===== src/rtl/ddm_pkg.sv =====
// ----------------------------------------------------------------------------
// ddm_pkg
// Shared types, constants and byte scaling / mixing functions for the
// differential drive mixer.
// ----------------------------------------------------------------------------
package ddm_pkg;

  // Configuration register indexes.
  localparam int unsigned CFG_IDX_W = 1;
  localparam logic [CFG_IDX_W-1:0] CFG_DEADBAND_FLOOR = 1'b0;
  localparam logic [CFG_IDX_W-1:0] CFG_SATURATE_ABOVE = 1'b1;

  // Reset values of the configuration registers.
  localparam logic [7:0] DEADBAND_FLOOR_RST = 8'h05;
  localparam logic [7:0] SATURATE_ABOVE_RST = 8'hFA;

  localparam logic [7:0] FULL_SCALE = 8'hFF;

  // Input mode codes.
  localparam logic MODE_UPDATE  = 1'b0;
  localparam logic MODE_DISABLE = 1'b1;

  // Sign-magnitude drive: fwd set means the byte was at or above center.
  typedef struct packed {
    logic       fwd;
    logic [7:0] mag;
  } drive_t;

  // Mixed drives for both motors.
  typedef struct packed {
    drive_t left;
    drive_t right;
  } mix_t;

  // Command word handed to the bridge sequencer.
  typedef struct packed {
    logic valid;
    logic disable_all;
    mix_t mix;
  } cmd_t;

  // Turns a stick byte into a scaled, saturated and deadbanded drive.
  function automatic drive_t scale_byte(input logic [7:0] b, input logic [7:0] floor_v,
                                        input logic [7:0] sat_v);
    drive_t     d;
    logic [6:0] m7;
    logic [7:0] m;
    d.fwd = b[7];
    m7    = b[7] ? b[6:0] : ~b[6:0];
    m     = {m7, 1'b1};
    if (m > sat_v) begin
      m = FULL_SCALE;
    end
    if (m < floor_v) begin
      m = 8'h00;
    end
    d.mag = m;
    return d;
  endfunction

  // Mixes gas and steer into one side's drive.
  function automatic drive_t mix_side(input drive_t g, input drive_t s, input logic assist);
    drive_t d;
    d = '{fwd: 1'b0, mag: 8'h00};
    if (g.mag != 8'h00) begin
      if (g.fwd) begin
        if (assist) begin
          d = g;
        end else if (s.mag >= g.mag) begin
          d = '{fwd: 1'b1, mag: 8'h00};
        end else begin
          d = '{fwd: 1'b1, mag: g.mag - s.mag};
        end
      end else begin
        if (!assist) begin
          d = g;
        end else if (s.mag < g.mag) begin
          d = '{fwd: 1'b0, mag: g.mag - s.mag};
        end
      end
    end else if (s.mag != 8'h00) begin
      d = '{fwd: assist, mag: s.mag};
    end
    return d;
  endfunction

endpackage


===== src/rtl/ddm_mix.sv =====
// ----------------------------------------------------------------------------
// ddm_mix
// Scales the gas and steer bytes and mixes them into left and right drives.
// ----------------------------------------------------------------------------
module ddm_mix (
  input  logic          [7:0] gas,
  input  logic          [7:0] steer,
  input  logic          [7:0] deadband_floor,
  input  logic          [7:0] saturate_above,
  output ddm_pkg::mix_t       mix
);

  ddm_pkg::drive_t g_drv;
  ddm_pkg::drive_t s_drv;

  // Scale both stick bytes.
  assign g_drv = ddm_pkg::scale_byte(gas, deadband_floor, saturate_above);
  assign s_drv = ddm_pkg::scale_byte(steer, deadband_floor, saturate_above);

  // Steer to the right assists the left motor, to the left the right motor.
  assign mix.left  = ddm_pkg::mix_side(g_drv, s_drv, s_drv.fwd);
  assign mix.right = ddm_pkg::mix_side(g_drv, s_drv, !s_drv.fwd);

endmodule


===== src/rtl/ddm_bridge.sv =====
// ----------------------------------------------------------------------------
// ddm_bridge
// Holds the H-bridge pins and duties and steps through the snapshots of one
// command, one per cycle unless the output stalls, into the result register.
// ----------------------------------------------------------------------------
module ddm_bridge (
  input  logic                clk,
  input  logic                rst_n,
  input  ddm_pkg::cmd_t       cmd,
  output logic                cmd_done,
  output logic                out_valid,
  input  logic                out_stall,
  output logic                out_left_fwd_on,
  output logic                out_left_rev_on,
  output logic          [7:0] out_left_fwd_duty,
  output logic          [7:0] out_left_rev_duty,
  output logic                out_right_fwd_on,
  output logic                out_right_rev_on,
  output logic          [7:0] out_right_fwd_duty,
  output logic          [7:0] out_right_rev_duty,
  output logic                out_dead_time_follows,
  output logic                out_last
);

  logic       lf_r, lr_r, rf_r, rr_r;
  logic       lf_nxt, lr_nxt, rf_nxt, rr_nxt;
  logic [7:0] lfd_r, lrd_r, rfd_r, rrd_r;
  logic [7:0] lfd_nxt, lrd_nxt, rfd_nxt, rrd_nxt;
  logic       out_valid_r, dead_r, last_r;
  logic       dead_nxt, last_nxt;
  logic       sw_l, sw_r, step;

  // A snapshot is produced whenever a command waits and the result register is free to load.
  assign step     = cmd.valid && (!out_valid_r || !out_stall);
  assign cmd_done = step && last_nxt;

  assign sw_l = cmd.mix.left.fwd ? !lf_r : !lr_r;
  assign sw_r = cmd.mix.right.fwd ? !rf_r : !rr_r;

  // Next snapshot: all off on a disable, else a left switch, else left load then a
  // right switch, else the final duties. Reloading a duty already loaded changes nothing.
  always_comb begin
    lf_nxt   = lf_r;
    lr_nxt   = lr_r;
    rf_nxt   = rf_r;
    rr_nxt   = rr_r;
    lfd_nxt  = lfd_r;
    lrd_nxt  = lrd_r;
    rfd_nxt  = rfd_r;
    rrd_nxt  = rrd_r;
    dead_nxt = 1'b0;
    last_nxt = 1'b1;
    if (cmd.disable_all) begin
      lf_nxt  = 1'b0;
      lr_nxt  = 1'b0;
      rf_nxt  = 1'b0;
      rr_nxt  = 1'b0;
      lfd_nxt = 8'h00;
      lrd_nxt = 8'h00;
      rfd_nxt = 8'h00;
      rrd_nxt = 8'h00;
    end else if (sw_l) begin
      lf_nxt   = cmd.mix.left.fwd;
      lr_nxt   = !cmd.mix.left.fwd;
      lfd_nxt  = 8'h00;
      lrd_nxt  = 8'h00;
      dead_nxt = 1'b1;
      last_nxt = 1'b0;
    end else begin
      if (cmd.mix.left.fwd) begin
        lfd_nxt = cmd.mix.left.mag;
      end else begin
        lrd_nxt = cmd.mix.left.mag;
      end
      if (sw_r) begin
        rf_nxt   = cmd.mix.right.fwd;
        rr_nxt   = !cmd.mix.right.fwd;
        rfd_nxt  = 8'h00;
        rrd_nxt  = 8'h00;
        dead_nxt = 1'b1;
        last_nxt = 1'b0;
      end else if (cmd.mix.right.fwd) begin
        rfd_nxt = cmd.mix.right.mag;
      end else begin
        rrd_nxt = cmd.mix.right.mag;
      end
    end
  end

  // Bridge state doubles as the result payload; it moves only on a step.
  always_ff @(posedge clk) begin
    if (!rst_n) begin
      lf_r        <= 1'b1;
      lr_r        <= 1'b0;
      rf_r        <= 1'b1;
      rr_r        <= 1'b0;
      lfd_r       <= 8'h00;
      lrd_r       <= 8'h00;
      rfd_r       <= 8'h00;
      rrd_r       <= 8'h00;
      out_valid_r <= 1'b0;
      dead_r      <= 1'b0;
      last_r      <= 1'b0;
    end else begin
      if (step) begin
        lf_r   <= lf_nxt;
        lr_r   <= lr_nxt;
        rf_r   <= rf_nxt;
        rr_r   <= rr_nxt;
        lfd_r  <= lfd_nxt;
        lrd_r  <= lrd_nxt;
        rfd_r  <= rfd_nxt;
        rrd_r  <= rrd_nxt;
        dead_r <= dead_nxt;
        last_r <= last_nxt;
      end
      if (step) begin
        out_valid_r <= 1'b1;
      end else if (!out_stall) begin
        out_valid_r <= 1'b0;
      end
    end
  end

  assign out_valid             = out_valid_r;
  assign out_left_fwd_on       = lf_r;
  assign out_left_rev_on       = lr_r;
  assign out_left_fwd_duty     = lfd_r;
  assign out_left_rev_duty     = lrd_r;
  assign out_right_fwd_on      = rf_r;
  assign out_right_rev_on      = rr_r;
  assign out_right_fwd_duty    = rfd_r;
  assign out_right_rev_duty    = rrd_r;
  assign out_dead_time_follows = dead_r;
  assign out_last              = last_r;

`ifndef ASSERT_OFF
  // A dead-time word is never the final word of a command.
  a_dead_not_last: assert property (@(posedge clk) disable iff (!rst_n)
    out_valid_r && dead_r |-> !last_r)
    else $error("dead-time word marked last");

  // A dead-time word has one motor fully idle.
  a_dead_idle: assert property (@(posedge clk) disable iff (!rst_n)
    out_valid_r && dead_r |->
      ((lfd_r == 8'h00) && (lrd_r == 8'h00)) || ((rfd_r == 8'h00) && (rrd_r == 8'h00)))
    else $error("dead-time word with both motors driven");

  // Both direction pins of one motor are never on together.
  a_pins_exclusive: assert property (@(posedge clk) disable iff (!rst_n)
    !(lf_r && lr_r) && !(rf_r && rr_r))
    else $error("both direction pins of a motor set");

  // Bridge state holds while a result waits.
  a_state_holds: assert property (@(posedge clk) disable iff (!rst_n)
    out_valid_r && out_stall |=>
      $stable({lf_r, lr_r, rf_r, rr_r, lfd_r, lrd_r, rfd_r, rrd_r}))
    else $error("bridge state changed while result stalled");
`endif

endmodule


===== src/rtl/differential_drive_mixer_hbridge_core.sv =====
// Each input word gives one result per motor whose direction switches, plus the
// final word; the next word is taken as its final result is sent.
// The bridge sequencer emits one result per cycle into the result register unless stalled.
// Reset (synchronous, rst_n low): forward pins set, duties zero, registers at defaults.
// ----------------------------------------------------------------------------
// differential_drive_mixer_hbridge_core
// Arcade drive mixer: scales gas and steer sticks, mixes them into left and
// right sign-magnitude drives and sequences H-bridge dead-time snapshots.
// ----------------------------------------------------------------------------
module differential_drive_mixer_hbridge_core (
  input  logic                              clk,
  input  logic                              rst_n,
  input  logic                              cfg_we,
  input  logic [ddm_pkg::CFG_IDX_W-1:0]     cfg_index,
  input  logic                        [7:0] cfg_data,
  input  logic                              in_valid,
  output logic                              in_stall,
  input  logic                              in_mode,
  input  logic                        [7:0] in_gas,
  input  logic                        [7:0] in_steer,
  output logic                              out_valid,
  input  logic                              out_stall,
  output logic                              out_left_fwd_on,
  output logic                              out_left_rev_on,
  output logic                        [7:0] out_left_fwd_duty,
  output logic                        [7:0] out_left_rev_duty,
  output logic                              out_right_fwd_on,
  output logic                              out_right_rev_on,
  output logic                        [7:0] out_right_fwd_duty,
  output logic                        [7:0] out_right_rev_duty,
  output logic                              out_dead_time_follows,
  output logic                              out_last
);

  logic          [7:0] floor_r, sat_r;
  logic                a_valid_r, a_mode_r;
  logic          [7:0] a_gas_r, a_steer_r;
  logic                in_take, cmd_done;
  ddm_pkg::mix_t       mix;
  ddm_pkg::cmd_t       cmd;

  // Configuration registers.
  always_ff @(posedge clk) begin
    if (!rst_n) begin
      floor_r <= ddm_pkg::DEADBAND_FLOOR_RST;
      sat_r   <= ddm_pkg::SATURATE_ABOVE_RST;
    end else if (cfg_we) begin
      case (cfg_index)
        ddm_pkg::CFG_DEADBAND_FLOOR: floor_r <= cfg_data;
        ddm_pkg::CFG_SATURATE_ABOVE: sat_r   <= cfg_data;
        default: ;
      endcase
    end
  end

  // Input register: refills in the cycle its word sends the final result.
  assign in_stall = a_valid_r && !cmd_done;
  assign in_take  = in_valid && !in_stall;

  always_ff @(posedge clk) begin
    if (!rst_n) begin
      a_valid_r <= 1'b0;
    end else if (in_take) begin
      a_valid_r <= 1'b1;
    end else if (cmd_done) begin
      a_valid_r <= 1'b0;
    end
  end

  always_ff @(posedge clk) begin
    if (in_take) begin
      a_mode_r  <= in_mode;
      a_gas_r   <= in_gas;
      a_steer_r <= in_steer;
    end
  end

  // Stick scaling and mixing.
  ddm_mix u_mix (
    .gas            (a_gas_r),
    .steer          (a_steer_r),
    .deadband_floor (floor_r),
    .saturate_above (sat_r),
    .mix            (mix)
  );

  assign cmd.valid       = a_valid_r;
  assign cmd.disable_all = (a_mode_r == ddm_pkg::MODE_DISABLE);
  assign cmd.mix         = mix;

  // H-bridge state and snapshot sequencing.
  ddm_bridge u_bridge (
    .clk                   (clk),
    .rst_n                 (rst_n),
    .cmd                   (cmd),
    .cmd_done              (cmd_done),
    .out_valid             (out_valid),
    .out_stall             (out_stall),
    .out_left_fwd_on       (out_left_fwd_on),
    .out_left_rev_on       (out_left_rev_on),
    .out_left_fwd_duty     (out_left_fwd_duty),
    .out_left_rev_duty     (out_left_rev_duty),
    .out_right_fwd_on      (out_right_fwd_on),
    .out_right_rev_on      (out_right_rev_on),
    .out_right_fwd_duty    (out_right_fwd_duty),
    .out_right_rev_duty    (out_right_rev_duty),
    .out_dead_time_follows (out_dead_time_follows),
    .out_last              (out_last)
  );

endmodule


===== config.mk =====
export PLATFORM = sky130hd
export DESIGN_NAME = differential_drive_mixer_hbridge_core
export DESIGN_NICKNAME = d
export VERILOG_FILES = /design/src/rtl/ddm_pkg.sv /design/src/rtl/ddm_mix.sv /design/src/rtl/ddm_bridge.sv /design/src/rtl/differential_drive_mixer_hbridge_core.sv
export SDC_FILE = /design/constraint.sdc
export NUM_CORES = 1
export LEC_CHECK = 0
export BUFFER_PORTS_ARGS = -buffer_cell sky130_fd_sc_hd__buf_4
export CAP_MARGIN = 40
export CORE_ASPECT_RATIO = 1.4
export CORE_MARGIN = 2
export CORE_UTILIZATION = 60
export DETAILED_ROUTE_END_ITERATION = 7
export PLACE_DENSITY_LB_ADDON = 0.15
export SYNTH_ARGS = -nofsm -noshare
export SYNTH_HDL_FRONTEND = slang
export SYNTH_SLANG_ARGS = --single-unit

===== constraint.sdc =====
create_clock -name clk -period 10.1 [get_ports clk]
set_input_delay 0 -clock clk [delete_from_list [all_inputs] [get_ports clk]]
set_output_delay 0 -clock clk [all_outputs]
set_load 0.01 [all_outputs]

### Word level (Yosys, flattened, before mapping)

Index checks and enable logic that the tools add are counted.

| word-level totals | value |
|---|---|
| output and inout port bits | 40 |
| word-level logic and storage cells | 116 |
| input bits | 31 |
| register bits | 73 |

| cells by class | value |
|---|---|
| equality and inequality tests | 4 |
| add/subtract/negate cells | 1 |
| reduce and logical (&&, ||, !) cells | 31 |
| bitwise logic cells | 3 |
| mux-type cells | 54 |
| order comparisons | 6 |

Operators with widths:

| kind | number |
|---|---|
| $mux W8 | 20 |
| $mux W9 | 10 |
| $lt A8 B8 Y1 | 3 |
| $mux W1 | 22 |
| $gt A8 B8 Y1 | 2 |
| $reduce_bool A8 Y1 | 2 |
| $mux W7 | 2 |
| $not A7 Y7 | 2 |
| $logic_not A1 Y1 | 11 |
| $reduce_and A2 Y1 | 5 |
| $reduce_and A3 Y1 | 3 |
| $ge A8 B8 Y1 | 1 |
| $sub A8 B8 Y8 | 1 |
| $ne A3 B3 Y1 const B | 2 |
| $reduce_bool A2 Y1 | 3 |
| $reduce_bool A3 Y1 | 2 |
| $logic_and A1 B1 Y1 | 4 |
| $ne A2 B1 Y1 const B | 1 |
| $ne A2 B2 Y1 const B | 1 |
| $logic_or A1 B1 Y1 | 1 |
| $not A1 Y1 | 1 |

### Longest topological paths before layout

| depth | value |
|---|---|
| depth in word-level cells | 21 |
| gate-level depth with buffers | 30 |
| mapped depth without buffers | 27 |

### Modules after synthesis

From an unflattened synthesis, not the netlist that was laid out.

| second synthesis, totals | value |
|---|---|
| cells, all modules | 520 |
| area total of the unflattened synthesis | 4606.9 um^2 |

By module, submodules not included:

| module | cells each | instances | area each (um^2) | sequential area each (um^2) |
|---|---|---|---|---|
| ddm_mix | 260 | 1 | 1795.5 | 0.0 |
| ddm_bridge | 166 | 1 | 1545.2 | 780.7 |
| differential_drive_mixer_hbridge_core | 94 | 1 | 1266.2 | 850.8 |

### Least setup slack after synthesis

Ideal clock, no wire load.

| timing | value |
|---|---|
| path type | reg-to-reg |
| start point | register a_gas_r[7] |
| end point | register u_bridge.rfd_r[4], in the netlist u_bridge.out_right_fwd_duty[4] |
| data required time | 9979 ps |
| clock period less this slack | 5725 ps |
| path slack | 4375 ps |
| data arrival time | 5604 ps |
| library setup time | 121 ps |
| stages on the path, launching flop included | 31 |
| cells stage by stage | edfxtp_1 > buf_4 > clkbuf_1 > xor2_1 > inv_1 > ha_1 > a21oi_1 > nand2_1 > nand3b_1 > and2_1 > nor2_1 > inv_1 > ha_1 > a21o_1 > a21oi_1 > o211ai_1 > o21a_1 > inv_1 > buf_1 > ha_1 > inv_1 > fa_1 > a211oi_1 > nor2_1 > o21bai_1 > a21o_1 > or3_1 > nor2_1 > a211oi_1 > nor3_1 > mux2_2 |

| on the way | value |
|---|---|
| word-level cells in the longest chain between the ends | 14 |
| elaborated cells on any way between the ends | 26 |
| those cells by class | 1 x add/sub; 4 x order compare; 1 x eq/ne; 17 x mux; 3 x reduce/logical |

Ends and longest elaborated chain:

| element | RTL line | source |
|---|---|---|
| from (decl) | differential_drive_mixer_hbridge_core.sv:37 | `logic [7:0] a_gas_r, a_steer_r;` |
| from (signal assigned) | differential_drive_mixer_hbridge_core.sv:73 | `a_gas_r <= in_gas;` |
| $mux W7 | ddm_pkg.sv:49 | `m7 = b[7] ? b[6:0] : ~b[6:0];` |
| $gt A8 B8 Y1 | ddm_pkg.sv:51 | `if (m > sat_v) begin` |
| $mux W8 | ddm_pkg.sv:51 |  |
| $lt A8 B8 Y1 | ddm_pkg.sv:54 | `if (m < floor_v) begin` |
| $mux W8 | ddm_pkg.sv:54 |  |
| $sub A8 B8 Y8 (tied with other cells) | ddm_pkg.sv:72, ddm_pkg.sv:78 |  |
| $mux W8, on equally long branches | ddm_pkg.sv:77, ddm_pkg.sv:69 |  |
| $mux W9, on equally long branches | ddm_pkg.sv:75, ddm_pkg.sv:67 |  |
| $mux W9 | ddm_pkg.sv:66 | `if (g.fwd) begin` |
| $mux W9 | ddm_pkg.sv:65 | `if (g.mag != 8'h00) begin` |
| $mux W8 | ddm_bridge.sv:82 | `end else if (cmd.mix.right.fwd) begin` |
| $mux W8 | ddm_bridge.sv:75 | `if (sw_r) begin` |
| $mux W8 | ddm_bridge.sv:62 | `end else if (sw_l) begin` |
| $mux W8 | ddm_bridge.sv:53 | `if (cmd.disable_all) begin` |
| to (signal assigned) | ddm_bridge.sv:112 | `rfd_r <= rfd_nxt;` |
| to (decl) | ddm_bridge.sv:27 | `logic [7:0] lfd_r, lrd_r, rfd_r, rrd_r;` |

Several ways; a longest one is shown, not always the timed one. The select of a mux whose other input is x is not followed.
A chain may end at the register's enable or synchronous reset.

### Worst setup path after layout

| timing | value |
|---|---|
| start point | register a_gas_r[7] |
| end point | register u_bridge.lrd_r[7], in the netlist u_bridge.out_left_rev_duty[7] |

| on the way | value |
|---|---|
| word-level cells in the longest chain between the ends | 13 |
| elaborated cells on any way between the ends | 21 |
| those cells by class | 1 x add/sub; 4 x order compare; 1 x eq/ne; 13 x mux; 2 x reduce/logical |

Ends and longest elaborated chain:

| element | RTL line | source |
|---|---|---|
| $mux W7 | ddm_pkg.sv:49 |  |
| $gt A8 B8 Y1 | ddm_pkg.sv:51 |  |
| $mux W8 | ddm_pkg.sv:51 |  |
| $lt A8 B8 Y1 | ddm_pkg.sv:54 |  |
| $mux W8 | ddm_pkg.sv:54 |  |
| $sub A8 B8 Y8 (tied with other cells) | ddm_pkg.sv:72, ddm_pkg.sv:78 |  |
| $mux W8, on equally long branches | ddm_pkg.sv:77, ddm_pkg.sv:69 |  |
| $mux W9, on equally long branches | ddm_pkg.sv:75, ddm_pkg.sv:67 |  |
| $mux W9 | ddm_pkg.sv:66 |  |
| $mux W9 (*) | ddm_pkg.sv:65 |  |
| $mux W8 | ddm_bridge.sv:70 | `if (cmd.mix.left.fwd) begin` |
| $mux W8 | ddm_bridge.sv:62 |  |
| $mux W8 | ddm_bridge.sv:53 |  |
| to (signal assigned) | ddm_bridge.sv:111 | `lrd_r <= lrd_nxt;` |
| to (decl) | ddm_bridge.sv:27 |  |

Mark *: on every way between the ends. The rest lies on a longest branch, timed or not. The select of a mux whose other input is x is not followed.

==> results.md <==
* Final worst slack at approximately 3.3 ns
* Clock power share at about a quarter
* P per Cell Area at approximately 200 nW/µm²
* Pre-CTS setup slack at around 3.6 ns
* Status: finished, final reports clean
* Worst Max-Slew Pin Slew at 0.896 ns
* Setup crit end: u_bridge.out_left_rev_duty[7]
* Port Buf Inserts at 70
* Setup violators final at 0
* CTS Root Cell: clkbuf_8
* Syn avg cell area at 8.89 µm²
* Via count of the first global-routing pass at around 4,100
* Die Wd at roughly 76 µm
* Register area share after synthesis at between 30% and 40%
* Worst reg2reg path startpoint: a_gas_r[7]
* Final-stage net count at approximately 660
* WHS at 0.347 ns
* TritonCTS clock tree: built
* Core area at about 7200 µm²
* CP Data Arrival Time at a little over 7 ns
* Post-layout min period at between 6 and 7 ns
* Path type of the worst min-delay path: in2reg
* Max frequency at 146 MHz
* Flops & latches, synth at 72
* Total CTS buffers at 9
* Critical Path Fanout Max at 23
* WP data required at 10.42 ns
* Combinational power share at a little under half
* Total wire length at roughly 12 mm
* Leakage at 2.41 nW
* Hpwl dp at about 8.7 mm
* Fin util at 76.8%
* H-Tree Depth at 3
* Capturing point of the worst reg2reg path: u_bridge.out_left_rev_duty[7]
* Detailed Route Iter0 Violations at 288
* Flop2flop setup slack at around 3.3 ns
* Number of cell rows at 37
* Post-Synth Adder-Cell Area at approximately a tenth
* Synth top cells by count: nand2_1, dfxtp_1, ha_1, nor2_1, a21oi_1
* Final Total Pwr at ~0.0011 W
* Sw Share at 39.2%
* Unique masters post-synth at between 60 and 70
* VDD IR max at between 0.1 and 0.15 mV
* Via density at between 5 and 6
* Slew margin rel. at between 40% and 50%
* Clk_skew at 0.00979 ns
* Final slew viol count at 0
* DRT antenna net count at 0
* CTS clk-pin slew, worst paths at approximately 0.08 ns
* Clock Latency Late Sink at between 0.3 and 0.4 ns
* Antenna violations before repair at 0
* RSZ-0062 raised after global routing: no
* Post-Synthesis Cells at approximately 500
* DR WL/cell at between 15 and 20 µm
* Synthesized area at 4410 µm²
* Crit-path cells: xor2_1 -> inv_1 -> ha_1 -> a21oi_1 -> nand2_1 -> nand3b_1 -> and2_1 -> or2_2 -> ha_1 -> o21a_1 -> o211ai_1 -> a21oi_1 -> o21a_1 -> inv_1 -> a21oi_1 -> ha_1 -> o2111ai_1 -> nand3_1 -> nor3_1 -> o21ai_0 -> a311oi_1 -> a31oi_1 -> o21ai_0 -> a32o_1
* Yosys warnings at 0
* Max-cap viol count at 0
* Layout cells sized above 1 at 19.2%
* Syn nets at 562
* Compound-gate portion of the synthesized area at 19.7%
* Top cell type's share of synthesized area at between 20% and 30%
* Largest family of logic cells by synthesized area: compound AO/OA/AOI/OAI gates
* Layout area overhead at 25.7%
* Most common cell in the netlist: nand2_1
* All-layer global routing usage at 30.5%
* Post-synth EDFFs at 17
* Final Wtd Congestion at ~1.0
* DRT Pass-1 Iters at 5
* Async SR Flop Fraction at 0%
* Crit path from: a_gas_r[7]
* Worst R2R Path Depth at 24
* Largest net degree at the start of global routing at 42
* Vias at roughly 4,100
* Crit start category: register
* Crit path capture type: register
* Die area at between 8000 and 9000 µm²
* Num Clock Sinks at 72
* Slowest Stage Delay on Critical Path at around 0.80 ns
* DRC errors left at 0
* First-pass GRT wire length at between 15 and 20 mm
* Period utilisation layout at about 68%
* Top Ports at just over 70
* Seq pwr share at 29.9%
* Die Ht at around 110 µm
* Simple-gate area share of the yosys netlist at ~20%
* Crit path kind: reg2reg
* Cell taking the most area after synthesis: dfxtp_1
* PostCTS Resize Cnt at 0
* Mux share of post-synthesis cell area at under 10%
* Final hold vios at 0
* Post CTS Setup Buffer Count at 0
* Ys flop type: dfxtp_1
* Setup TNS at 0 ns
* Diode count at 0
* Starting Density at about 60%
* Int Pwr at 0.000674 W
* CP max stage cell: edfxtp_1
* Clock Path Buffers at 2
* Post-synthesis xor/xnor area fraction at ~4.0%
* Net Switching at 0.000435 W
* Global route overflow at 0
* Largest cells by area after synthesis: dfxtp_1, edfxtp_1, ha_1, nand2_1, a21oi_1
* Hold buffer count at cts at 32
-- cell families after synthesis --
| family | Yosys count |
|---|---|
| and+or+nand+nor | 178 |
| AOI/OAI and AO/OA | 120 |
| DFF | 72 |
| buffers and inverters | 47 |
| adders and majority gates | 35 |
| muxes | 24 |
| xor gates and xnor gates | 20 |
-- critical path, delay by kind of cell (launching register included) --
family / cells / cell delay, ns
AOI/OAI and AO/OA: 12 / 3.04
xor gates and xnor gates: 1 / 0.28
adders and majority gates: 3 / 0.94
buffers and inverters: 2 / 0.50
DFF: 1 / 0.80
and+or+nand+nor: 6 / 1.18
-- per-layer routing --
layer  wire (µm)  part of all wire [%]  vias up  GRT usage [%]
li1            -                     -     1986              -
met4         474                   4.0        0           17.5
met2        6330                    54      174           56.5
met1        4350                    37     1919           32.2
met3         643                   5.4       34           5.05
met5           0                     0        -              0
-- cells in the final DEF, fill, tap and decap left out, drive strengths merged, types with 11 or more instances in the layout --
cell | synthesis | final
nand3 | 27 | 27
inv | 25 | 26
nand2 | 57 | 57
and2 | 15 | 15
clkbuf | 15 | 11
dlygate4sd3 | 0 | 32
xnor2 | 14 | 14
mux2 | 11 | 11
ha | 34 | 34
o21ai | 27 | 27
edfxtp | 17 | 17
dfxtp | 55 | 55
buf | 5 | 71
mux2i | 13 | 13
nor2 | 35 | 35
a21oi | 29 | 29
-- final cells by class --
cell class / instances / area (µm²)
fill: 511 / 1680
inverter: 27 / 101
clock buffer: 11 / 153
clock inverter: 5 / 86.3
timing repair buffer: 103 / 853
sequential: 72 / 1610
multi-input combinational: 377 / 2620
tap: 97 / 121
-- sequential cells by signal, summed over array words and instances, names as in the netlist --
| signal | flops |
|---|---|
| a_mode_r | 1 |
| u_bridge.out_right_fwd_on | 1 |
| a_valid_r | 1 |
| u_bridge.out_left_fwd_on | 1 |
| u_bridge.out_last | 1 |
| u_bridge.out_right_fwd_duty | 8 |
| sat_r | 8 |
| u_bridge.out_left_fwd_duty | 8 |
| u_bridge.out_valid | 1 |
| u_bridge.out_right_rev_on | 1 |
| u_bridge.out_right_rev_duty | 8 |
| u_bridge.out_left_rev_on | 1 |
| a_gas_r | 8 |
| u_bridge.out_dead_time_follows | 1 |
| floor_r | 7 |
| a_steer_r | 8 |
| u_bridge.out_left_rev_duty | 8 |
-- power by group through the flow --
stage | clock network, W | logic, W | registers, W
global route | 0.000283 | 0.000559 | 0.000334
floorplan | 0 | 0.000362 | 0.000335
global placement | 0 | 0.000479 | 0.000337
finish | 0.000270 | 0.000508 | 0.000331
CTS | 0.000271 | 0.000499 | 0.000331
detailed placement | 0 | 0.000486 | 0.000337
-- through the flow --
stage	instances	instance area [µm²]
finish	692	5550
global route	692	5550
CTS	692	5550
detailed placement	644	4990
global placement	643	4980
floorplan	496	4410
-- worst min-delay path by stage --
stage | startpoint | to | slack [ns] | cells after the start
after global routing | in_steer[2] | a_steer_r[2] | 0.36 | 2
after floorplan | in_gas[0] | a_gas_r[0] | 0.1 | 0
after global placement | in_gas[6] | a_gas_r[6] | 0.18 | 1
final | in_steer[1] | a_steer_r[1] | 0.35 | 2
after detailed placement | in_steer[5] | a_steer_r[5] | 0.18 | 1
after CTS | in_steer[5] | a_steer_r[5] | 0.34 | 2
No activity file was read; power rests on OpenSTA's default activity.
